--- src/rtl/pva_pkg.sv ---
// Shared types, constants and helpers for the poly voice allocator.
// No dependencies; every other file in rtl/ imports this package.

package pva_pkg;

    localparam int VOICE_CNT  = 8;
    localparam int IDX_W      = (VOICE_CNT > 1) ? $clog2(VOICE_CNT) : 1;
    localparam int CNT_W      = IDX_W;
    localparam int BUSY_W     = 8;
    localparam int NOTE_W     = 7;
    localparam int TIME_W     = 32;
    localparam int VOICE_W    = 3;
    localparam int STATUS_W   = 3;
    localparam int REQ_W      = 2;

    // request kinds
    localparam logic [REQ_W-1:0] REQ_ON      = 2'd0;
    localparam logic [REQ_W-1:0] REQ_OFF     = 2'd1;
    localparam logic [REQ_W-1:0] REQ_ALL_OFF = 2'd2;

    // result status codes
    localparam logic [STATUS_W-1:0] STS_FREE       = 3'd0;
    localparam logic [STATUS_W-1:0] STS_STEAL_REL  = 3'd1;
    localparam logic [STATUS_W-1:0] STS_STEAL_HELD = 3'd2;
    localparam logic [STATUS_W-1:0] STS_RELEASED   = 3'd3;
    localparam logic [STATUS_W-1:0] STS_NO_MATCH   = 3'd4;
    localparam logic [STATUS_W-1:0] STS_IGNORED    = 3'd5;
    localparam logic [STATUS_W-1:0] STS_ALL_OFF    = 3'd6;

    localparam logic [NOTE_W-1:0] SUB_OCTAVE = 7'd12;

    // running search record handed from cell to cell
    typedef struct packed {
        logic              free_found;
        logic [IDX_W-1:0]  free_idx;
        logic              rel_found;
        logic [IDX_W-1:0]  rel_idx;
        logic [TIME_W-1:0] rel_time;
        logic              held_found;
        logic [IDX_W-1:0]  held_idx;
        logic [TIME_W-1:0] held_time;
        logic              match_found;
        logic [IDX_W-1:0]  match_idx;
    } cand_t;

    // state update broadcast to all cells
    typedef struct packed {
        logic              take;
        logic              release_one;
        logic              all_off;
        logic [IDX_W-1:0]  idx;
        logic [NOTE_W-1:0] note;
        logic [TIME_W-1:0] stamp;
    } commit_t;

    // voice index folded into the 3-bit output field
    function automatic logic [VOICE_W-1:0] to_voice(input logic [IDX_W-1:0] idx);
        logic [IDX_W+VOICE_W-1:0] wide;
        wide = {{VOICE_W{1'b0}}, idx};
        return wide[VOICE_W-1:0];
    endfunction

endpackage

--- src/rtl/pva_cell.sv ---
// One voice cell: holds held flag, note and start time, and folds itself
// into the search record passed down the chain. Depends on pva_pkg.

module pva_cell
    import pva_pkg::*;
(
    input  logic              clk,
    input  logic              rst_n,
    input  logic [IDX_W-1:0]  cell_idx,
    input  logic [NOTE_W-1:0] req_note,
    input  logic              env_busy,
    input  cand_t             cand_in,
    output cand_t             cand_out,
    input  commit_t           commit
);

    logic              held_reg;
    logic [NOTE_W-1:0] note_reg;
    logic [TIME_W-1:0] time_reg;
    cand_t             cand_reg;
    cand_t             cand_next;
    logic              hit;

    assign hit = (commit.idx == cell_idx);

    always_comb
    begin
        cand_next = cand_in;
        if (!cand_in.free_found && !held_reg && !env_busy)
        begin
            cand_next.free_found = 1'b1;
            cand_next.free_idx   = cell_idx;
        end
        if (held_reg)
        begin
            // strict compare: an earlier cell wins a tie
            if (!cand_in.held_found || time_reg < cand_in.held_time)
            begin
                cand_next.held_found = 1'b1;
                cand_next.held_idx   = cell_idx;
                cand_next.held_time  = time_reg;
            end
            if (!cand_in.match_found && note_reg == req_note)
            begin
                cand_next.match_found = 1'b1;
                cand_next.match_idx   = cell_idx;
            end
        end
        else if (env_busy)
        begin
            if (!cand_in.rel_found || time_reg < cand_in.rel_time)
            begin
                cand_next.rel_found = 1'b1;
                cand_next.rel_idx   = cell_idx;
                cand_next.rel_time  = time_reg;
            end
        end
    end

    always_ff @(posedge clk)
    begin
        cand_reg <= cand_next;
    end

    assign cand_out = cand_reg;

    always_ff @(posedge clk or negedge rst_n)
    begin
        if (!rst_n)
        begin
            held_reg <= 1'b0;
            note_reg <= '0;
            time_reg <= '0;
        end
        else if (commit.all_off)
        begin
            held_reg <= 1'b0;
            note_reg <= '0;
        end
        else if (commit.take && hit)
        begin
            held_reg <= 1'b1;
            note_reg <= commit.note;
            time_reg <= commit.stamp;
        end
        else if (commit.release_one && hit)
        begin
            held_reg <= 1'b0;
            note_reg <= '0;
        end
    end

endmodule

--- src/rtl/poly_voice_allocator.sv ---
// Top level of the poly voice allocator: request stream in, one result beat
// out per request. Depends on pva_pkg and pva_cell.
//
// Usage: s_* carries requests: s_tuser = req_type (0 note on, 1 note off,
//   2 all off), s_tdata = note, timestamp, envelope_busy. m_* returns one
//   result beat per request: m_tdata = voice, sub_plays; m_tuser = status.
//   cfg_we/cfg_wdata write instrument_loaded; write only while idle.
// Operation:
//   A request beat is taken only when the block is idle. It then walks a
//   row of VOICE_CNT voice cells, one cell per cycle, each folding its
//   voice into a registered search record (first free, oldest releasing,
//   oldest held, first note match). A decide step then updates the
//   chosen cell and loads the output register. The block returns to idle
//   and takes the next request only after that decide step, so it never
//   works on two requests at once.
// Reset: all voices go not-held with note and start time 0; no instrument.
// Stall: a waiting result holds in the output register; the decide step
//   waits until the register is free, and no new request is taken meanwhile.

module poly_voice_allocator
    import pva_pkg::*;
(
    input  logic        clk,
    input  logic        rst_n,
    input  logic        cfg_we,
    input  logic        cfg_wdata,      // instrument_loaded
    input  logic        s_tvalid,
    output logic        s_tready,
    input  logic [47:0] s_tdata,        // [6:0] note, [38:7] timestamp,
                                        // [46:39] envelope_busy, [47] zero
    input  logic [1:0]  s_tuser,        // [1:0] req_type
    output logic        m_tvalid,
    input  logic        m_tready,
    output logic [7:0]  m_tdata,        // [2:0] voice, [3] sub_plays, [7:4] zero
    output logic [2:0]  m_tuser         // [2:0] status
);

    localparam logic [1:0] S_IDLE   = 2'd0;
    localparam logic [1:0] S_SCAN   = 2'd1;
    localparam logic [1:0] S_DECIDE = 2'd2;

    logic [1:0]        state_reg, state_next;
    logic [CNT_W-1:0]  cnt_reg, cnt_next;
    logic              loaded_reg;

    // request held for the whole walk
    logic [REQ_W-1:0]  req_type_reg;
    logic [NOTE_W-1:0] note_reg;
    logic [TIME_W-1:0] stamp_reg;
    logic [BUSY_W-1:0] busy_reg;

    logic                out_valid_reg;
    logic [VOICE_W-1:0]  out_voice_reg, out_voice_next;
    logic [STATUS_W-1:0] out_status_reg, out_status_next;
    logic                out_sub_reg, out_sub_next;

    cand_t   chain [VOICE_CNT+1];
    cand_t   fin;
    commit_t commit;
    logic    fire;
    logic    in_beat;

    assign s_tready = (state_reg == S_IDLE);
    assign in_beat  = s_tvalid && s_tready;
    assign fire     = (state_reg == S_DECIDE) && (!out_valid_reg || m_tready);

    assign chain[0] = '0;
    assign fin      = chain[VOICE_CNT];

    genvar gi;
    generate
        for (gi = 0; gi < VOICE_CNT; gi++)
        begin : g_cell
            logic env_bit;
            if (gi < BUSY_W)
            begin : g_busy
                assign env_bit = busy_reg[gi];
            end
            else
            begin : g_idle
                // voices beyond the mask read as idle
                assign env_bit = 1'b0;
            end
            pva_cell u_cell (
                .clk      (clk),
                .rst_n    (rst_n),
                .cell_idx (IDX_W'(gi)),
                .req_note (note_reg),
                .env_busy (env_bit),
                .cand_in  (chain[gi]),
                .cand_out (chain[gi+1]),
                .commit   (commit)
            );
        end
    endgenerate

    // decision on the finished search record
    always_comb
    begin
        commit          = '0;
        commit.note     = note_reg;
        commit.stamp    = stamp_reg;
        out_voice_next  = '0;
        out_status_next = STS_IGNORED;
        out_sub_next    = 1'b0;
        case (req_type_reg)
            REQ_ON:
            begin
                if (loaded_reg)
                begin
                    commit.take = fire;
                    if (fin.free_found)
                    begin
                        commit.idx      = fin.free_idx;
                        out_status_next = STS_FREE;
                    end
                    else if (fin.rel_found)
                    begin
                        commit.idx      = fin.rel_idx;
                        out_status_next = STS_STEAL_REL;
                    end
                    else if (fin.held_found)
                    begin
                        commit.idx      = fin.held_idx;
                        out_status_next = STS_STEAL_HELD;
                    end
                    else
                    begin
                        commit.idx      = '0;
                        out_status_next = STS_STEAL_HELD;
                    end
                    out_voice_next = to_voice(commit.idx);
                    out_sub_next   = (note_reg >= SUB_OCTAVE);
                end
            end
            REQ_OFF:
            begin
                if (fin.match_found)
                begin
                    commit.release_one = fire;
                    commit.idx         = fin.match_idx;
                    out_voice_next     = to_voice(fin.match_idx);
                    out_status_next    = STS_RELEASED;
                end
                else
                begin
                    out_status_next = STS_NO_MATCH;
                end
            end
            REQ_ALL_OFF:
            begin
                commit.all_off  = fire;
                out_status_next = STS_ALL_OFF;
            end
            default:
            begin
                out_status_next = STS_IGNORED;
            end
        endcase
    end

    always_comb
    begin
        state_next = state_reg;
        cnt_next   = cnt_reg;
        case (state_reg)
            S_IDLE:
            begin
                if (in_beat)
                begin
                    state_next = S_SCAN;
                    cnt_next   = '0;
                end
            end
            S_SCAN:
            begin
                cnt_next = cnt_reg + 1'b1;
                if (cnt_reg == CNT_W'(VOICE_CNT - 1))
                begin
                    state_next = S_DECIDE;
                end
            end
            S_DECIDE:
            begin
                if (fire)
                begin
                    state_next = S_IDLE;
                end
            end
            default:
            begin
                state_next = S_IDLE;
            end
        endcase
    end

    always_ff @(posedge clk or negedge rst_n)
    begin
        if (!rst_n)
        begin
            state_reg     <= S_IDLE;
            cnt_reg       <= '0;
            loaded_reg    <= 1'b0;
            out_valid_reg <= 1'b0;
        end
        else
        begin
            state_reg <= state_next;
            cnt_reg   <= cnt_next;
            if (cfg_we)
            begin
                loaded_reg <= cfg_wdata;
            end
            if (fire)
            begin
                out_valid_reg <= 1'b1;
            end
            else if (m_tready)
            begin
                out_valid_reg <= 1'b0;
            end
        end
    end

    always_ff @(posedge clk)
    begin
        if (in_beat)
        begin
            req_type_reg <= s_tuser;
            note_reg     <= s_tdata[6:0];
            stamp_reg    <= s_tdata[38:7];
            busy_reg     <= s_tdata[46:39];
        end
        if (fire)
        begin
            out_voice_reg  <= out_voice_next;
            out_status_reg <= out_status_next;
            out_sub_reg    <= out_sub_next;
        end
    end

    assign m_tvalid = out_valid_reg;
    assign m_tdata  = {4'b0000, out_sub_reg, out_voice_reg};
    assign m_tuser  = out_status_reg;

endmodule
--- config.mk ---
export PLATFORM = sky130hd
export DESIGN_NAME = poly_voice_allocator
export DESIGN_NICKNAME = d
export VERILOG_FILES = /design/src/rtl/pva_pkg.sv /design/src/rtl/pva_cell.sv /design/src/rtl/poly_voice_allocator.sv
export SDC_FILE = /design/constraint.sdc
export NUM_CORES = 2
export LEC_CHECK = 0
export ABC_CLOCK_PERIOD_IN_PS = 2800
export BUFFER_PORTS_ARGS = -buffer_cell sky130_fd_sc_hd__buf_2
export CAP_MARGIN = 0
export CELL_PAD_IN_SITES_DETAIL_PLACEMENT = 0
export CELL_PAD_IN_SITES_GLOBAL_PLACEMENT = 1
export CORE_MARGIN = 2
export CORE_UTILIZATION = 46
export CTS_CLUSTER_DIAMETER = 50
export DETAILED_ROUTE_END_ITERATION = 8
export PLACE_DENSITY = 0.8
export SETUP_SLACK_MARGIN = 0.5
export SYNTH_ARGS = -nofsm -noshare
export SYNTH_HDL_FRONTEND = slang
export SYNTH_SLANG_ARGS = --single-unit
--- constraint.sdc ---
create_clock -name clk -period 2.8 [get_ports clk]
set_input_delay 0.28 -clock clk [delete_from_list [all_inputs] [get_ports clk]]
set_output_delay 0.28 -clock clk [all_outputs]
set_load 0.05 [all_outputs]
# ---- Yosys cells after proc, flatten, opt, wreduce, memory -nomap -nowiden
# Cells that the tools add are included.
dict set report word_totals {
  ff_bits 959
  in_bits 56
  output_inout_bits 13
  word_cells 397
}
dict set report op_classes {
  add_sub_neg 1
  magnitude_cmp 15
  eq_ne 23
  n_mux 118
  n_bitwise 2
  reduce_logical 125
}
# cell n
set op_table {}
lappend op_table {{36-bit 2-to-1 mux} 29}
lappend op_table {{32-bit < comparator} 14}
lappend op_table {{40-bit 2-to-1 mux} 8}
lappend op_table {{7-bit 2-to-1 mux} 24}
lappend op_table {{7-bit equality test} 8}
lappend op_table {{1-bit zero test} 45}
lappend op_table {{1-bit logical AND} 40}
lappend op_table {{4-bit 2-to-1 mux} 9}
lappend op_table {{1-bit 2-to-1 mux} 31}
lappend op_table {{3-bit 2-to-1 mux} 8}
lappend op_table {{3-bit nonzero test} 8}
lappend op_table {{2-bit AND reduction} 10}
lappend op_table {{3-bit equality test (second input constant)} 5}
lappend op_table {{1-bit logical OR} 15}
lappend op_table {{3-bit case mux with 2 select lines} 2}
lappend op_table {{2-bit 2-to-1 mux} 5}
lappend op_table {{3-bit case mux with 3 select lines} 1}
lappend op_table {{7-bit by 4-bit >= comparator with 1-bit output (second input constant)} 1}
lappend op_table {{3-bit by 2-bit equality test with 1-bit output (second input constant)} 2}
lappend op_table {{2-bit case mux with 3 select lines} 1}
lappend op_table {{2-bit by 1-bit equality test with 1-bit output (second input constant)} 2}
lappend op_table {{2-bit equality test (second input constant)} 2}
lappend op_table {{2-bit zero test} 2}
lappend op_table {{2-bit != test (second input constant)} 2}
lappend op_table {{other kinds (8)} 10}

# ---- Logic depth before layout (Yosys ltp)
dict set report depth {
  word_depth 10
  depth_mapped 10
  ltp_nobuf 8
}

# ---- Modules after synthesis
# Synthesis repeated with hierarchy kept, for this count alone.
dict set report hier_totals {
  hier_cells 4067
  area_unflattened_um2 50408.3
}
# module instances cells_per_inst area_per_inst_um2 seq_area_each_um2
set by_module_without_submodules {}
lappend by_module_without_submodules {{pva_cell (g_cell[0].u_cell ...)} 7 494 6048.3 2602.5}
lappend by_module_without_submodules {{pva_cell (g_cell[2].u_cell)} 1 491 5824.3 2602.5}
lappend by_module_without_submodules {poly_voice_allocator 1 118 2245.9 1856.8}

# ---- Least setup slack after synthesis
# No wires, ideal clock.
dict set report synth_timing {
  path_kind {reg-to-reg}
  from {reg g_cell[6].u_cell.time_reg[14]}
  to {reg g_cell[6].u_cell.cand_reg, in the netlist g_cell[6].u_cell.cand_out[44]}
  setup_ps 122
  arrival_ps 2710
  t_required_ps 2678
  setup_slack_ps -32
  path_stages_with_launch 9
  n_path_buf 1
  synth_period_minus_slack_ps 2832
  cell_sequence {dfrtp_1 ha_1 nand4_1 or4_1 or4_4 a31oi_4 buf_12 mux2i_1 a311o_1}
}
# element line
set synth_rtl {}
lappend synth_rtl {{from (decl)} pva_cell.sv:19} ;# logic [TIME_W-1:0] time_reg;
lappend synth_rtl {{from (signal assigned)} pva_cell.sv:84} ;# time_reg <= commit.stamp;
lappend synth_rtl {{to (signal assigned)} pva_cell.sv:62} ;# cand_reg <= cand_next;
lappend synth_rtl {{to (decl)} pva_cell.sv:20} ;# cand_t cand_reg;

==> parameters.txt <==
Parameter                              Value

Critical path
  Data arrival time at the worst-slack endpoint    about 3.4 ns
  Required time at the worst-slack endpoint    3.34 ns
  CP Capture Type    register
  Crit-path max FO    6
  Critical Setup Path Class    reg -> reg
  Startpoint class of the critical path    register

Logic synthesis
  Compound-Gate Fraction of Synth Area    0.109
  Combinational family with the most area after synthesis    multiplexers
  Post-synthesis instance total    just over 4000
  Xor and xnor area share after synthesis    0.0110
  Register area share after synthesis    0.467
  Number of unique standard cell types used by synthesis    76
  Share of cell area taken by muxes after synthesis    0.145
  Async set-reset flop share out of synthesis    0.351
  Top flip-flop cell by instance count after synthesis    sky130_fd_sc_hd__dfxtp_1
  EDFF count, synth    56
  Ys Warns    0
  Cell area after technology mapping    approximately 45000 um2
  Area share of and/or/nand/nor cells after synthesis    0.0873
  Post-synthesis share of cell area spent on full adders, half adders and majority gates    0.122
  Avg Cell Area, Syn    between 10 and 15 um2
  #FFs+latches synth    slightly above 900

Pwr
  Internal power    27.1 mW
  Comb pwr share    0.250
  Power density over the cells    652 nW/um2
  Reported leakage power    25.7 nW
  Worst vdd rail ir drop    0.487 mV
  Fraction of power consumed by sequential logic    0.389
  Net Sw Power    approximately 11 mW
  Net Sw Frac    0.288
  Share of total power in the clock network    0.360
  Total design power    38.1 mW

Clock network
  TritonCTS buffer count    101
  Number of clock sinks    a little over 900
  Clock-pin slew of the registers on the worst-case setup and hold paths    ~0.060 ns
  CTS tree    yes
  Max clock buf depth    3
  Clock root buffer    sky130_fd_sc_hd__clkbuf_16
  Worst-Skew Late Latency    0.68 ns
  Max H-tree Level    3

Timing
  Setup WS post-layout    -0.0381 ns
  Transition at the pin with the smallest max-transition slack    approximately 1 ns
  Final setup violation count    19
  Clk_skew    0.0259 ns
  Clock period minus worst slack    2.84 ns
  Final Max Slew Viols    0
  Final critical-path share of the clock period    1.01
  RSZ-0062 raised after global routing    true
  Hold violation count in the final report    0
  Maximum operating frequency    352 MHz
  Max-slew headroom    0.325

Routing
  Antenna-violating nets left    0
  Total Routed Length    between 100000 and 150000 um
  WL per Instance    20.5 um
  Routed via count divided by cell count    5.46
  Number of detailed-routing iterations run before antenna repair    7
  Total vias in the final route    32300
  Detailed Route Iter0 Violations    roughly 2100
  Number of DRC violations after detailed routing    0

Place
  Weighted congestion reported at the end of routability-driven placement    0.894
  IO buf count    63
  Post-Place Setup Slack    -0.140 ns
  Half-perimeter wire length after placement    77000 um

Final layout
  Area delta synth->final    31.1%
  Final net count    5049
  Number of flip-flops under the largest register name    548
  Fraction of final layout cells sized beyond drive strength 1    0.330
  Area occupied by multi-input gates    25100 um2
  Fill cell instance count of the final layout    7404
  Register area    20900 um2

Run status
  Failing checks    negative setup slack
  Run status    finished with violations

Die
  Horizontal extent of the die    315 um
  Area enclosed by the die boundary    99500 um2
  Core outline area    roughly 96000 um2
  Number of top-level pins    roughly 70
  Number of rows created at floorplan    around 110
  Starting utilization of the core area    0.463
  Die Ht    315 um

Global routing
  Global-route total usage across every layer    0.223
  Largest net degree at the start of global routing    72
  Vias in the first global route    30800
  Global route total overflow    0
  Initial antenna violation count    5
  Wire length of the first global-routing pass    175000 um

Run
  Number of max-cap violations    0

Worst hold path
  Path type of the worst min-delay path    in -> async
metrics by stage:
| stage | instances | util | area [um2] | TNS, ns | hold slack [ns] |
|---|---|---|---|---|---|
| after floorplan | 4132 | - | 45800 | 0 | -0.0156 |
| after global placement | 5460 | 0.502 | 48400 | -3.85 | 0.228 |
| after detailed placement | 5460 | 0.502 | 48400 | -5.97 | 0.228 |
| after CTS | 5795 | 0.569 | 54900 | -0.0216 | 0.0991 |
| after global routing | 5921 | 0.606 | 58500 | -3.29 | 0.126 |
| final | 5922 | 0.606 | 58500 | -0.267 | 0.0969 |
critical path, stage by stage, from the launching register on:
cell,delay (ns)
sky130_fd_sc_hd__dfrtp_1,0.38
sky130_fd_sc_hd__ha_1,0.30
sky130_fd_sc_hd__nand4_1,0.12
sky130_fd_sc_hd__or4_1,0.48
sky130_fd_sc_hd__or4_4,0.53
sky130_fd_sc_hd__a31oi_4,0.21
sky130_fd_sc_hd__buf_12,0.16
sky130_fd_sc_hd__clkbuf_16,0.18
sky130_fd_sc_hd__mux2i_1,0.08
sky130_fd_sc_hd__a311o_1,0.27
kinds of logic (layout without fill, tap and decap cells):
logic type | Yosys count | in the layout
compound gates | 697 | 698
xor+xnor | 56 | 56
fa+ha+maj | 436 | 436
buf+inv | 664 | 1176
flops | 931 | 931
mux | 579 | 579
other cells | 1 | 5
simple gates | 765 | 765
Yosys cell counts (all sizes together), types with 44 or more instances:
master | instances | area, um2
dfxtp | 548 | 11000
mux2 | 546 | 6150
inv | 498 | 1870
ha | 436 | 5460
dfrtp | 327 | 8180
nand2 | 245 | 920
a21oi | 174 | 871
clkbuf | 138 | 518
and2 | 105 | 657
nor2 | 97 | 364
nand4 | 95 | 594
o21ai | 82 | 410
a22o | 58 | 508
edfxtp | 56 | 1680
a21o | 44 | 330
timing repair:
| item | 4_1_cts | 5_1_grt |
|---|---|---|
| endpoints found under the hold margin | 175 | 0 |
| gates resized for setup | 247 | 386 |
| cloned | 25 | 28 |
| setup buffers | 65 | 98 |
| pin swaps | 68 | 110 |
| setup endpoints to repair | 693 | 733 |
| hold buffers | 54 | 0 |
per-layer routing:
layer  vias to the layer above  wire length, um  GRT usage
met1                     15700            53500      0.304
li1                      15500                -          -
met2                       852            57800      0.368
met3                       266             4690     0.0235
met5                         -                0          0
met4                         0             5510     0.0823
area by class of cell:
type / instances / area share
tap: 1276 / 0.0273
timing repair buffer: 487 / 0.0935
clock inverter: 49 / 0.0101
antenna: 1 / 0.0000428
inverter: 498 / 0.0320
multi-input combinational: 2538 / 0.430
sequential: 931 / 0.358
clock buffer: 142 / 0.0495
power by group through the flow:
stage	clock, mW	sequential, mW	combinational (mW)
2_1_floorplan	0	14.7	4.54
3_3_place_gp	0	15.1	5.92
3_5_place_dp	0	15.1	5.97
4_1_cts	13.9	14.8	7.65
5_1_grt	14.5	14.9	9.94
6_report	13.7	14.8	9.55
final timing paths:
path	endpoint	cells after the start	slack, ns	start
min	g_cell[0].u_cell.time_reg[4]	2	0.1	rst_n
max	g_cell[6].u_cell.cand_out[48]	9	-0.04	g_cell[6].u_cell.time_reg[10]
max reg2reg	g_cell[6].u_cell.cand_out[48]	9	-0.04	g_cell[6].u_cell.time_reg[10]
max in group asynchronous	m_tvalid	3	1.79	rst_n
min reg2reg	g_cell[1].u_cell.cand_out[0]	1	0.40	g_cell[0].u_cell.cand_out[3]
min in group clk	stamp_reg[19]	2	0.31	s_tdata[26]
cell usage in the layout, fill, tap and decap left out, types with 62 or more instances in the layout:
cell type,Yosys,layout
sky130_fd_sc_hd__mux2_2,449,262
sky130_fd_sc_hd__ha_1,436,354
sky130_fd_sc_hd__and2_1,104,100
sky130_fd_sc_hd__inv_1,498,496
sky130_fd_sc_hd__ha_4,0,81
sky130_fd_sc_hd__dfxtp_1,548,515
sky130_fd_sc_hd__clkbuf_16,0,124
sky130_fd_sc_hd__mux2_4,0,254
sky130_fd_sc_hd__nand2_1,245,242
sky130_fd_sc_hd__nor2_1,97,85
sky130_fd_sc_hd__buf_2,7,62
sky130_fd_sc_hd__a21oi_1,174,131
sky130_fd_sc_hd__nand4_1,95,95
sky130_fd_sc_hd__buf_4,5,210
sky130_fd_sc_hd__dfrtp_1,327,289
Note: power is estimated with default switching activity, not from simulation.
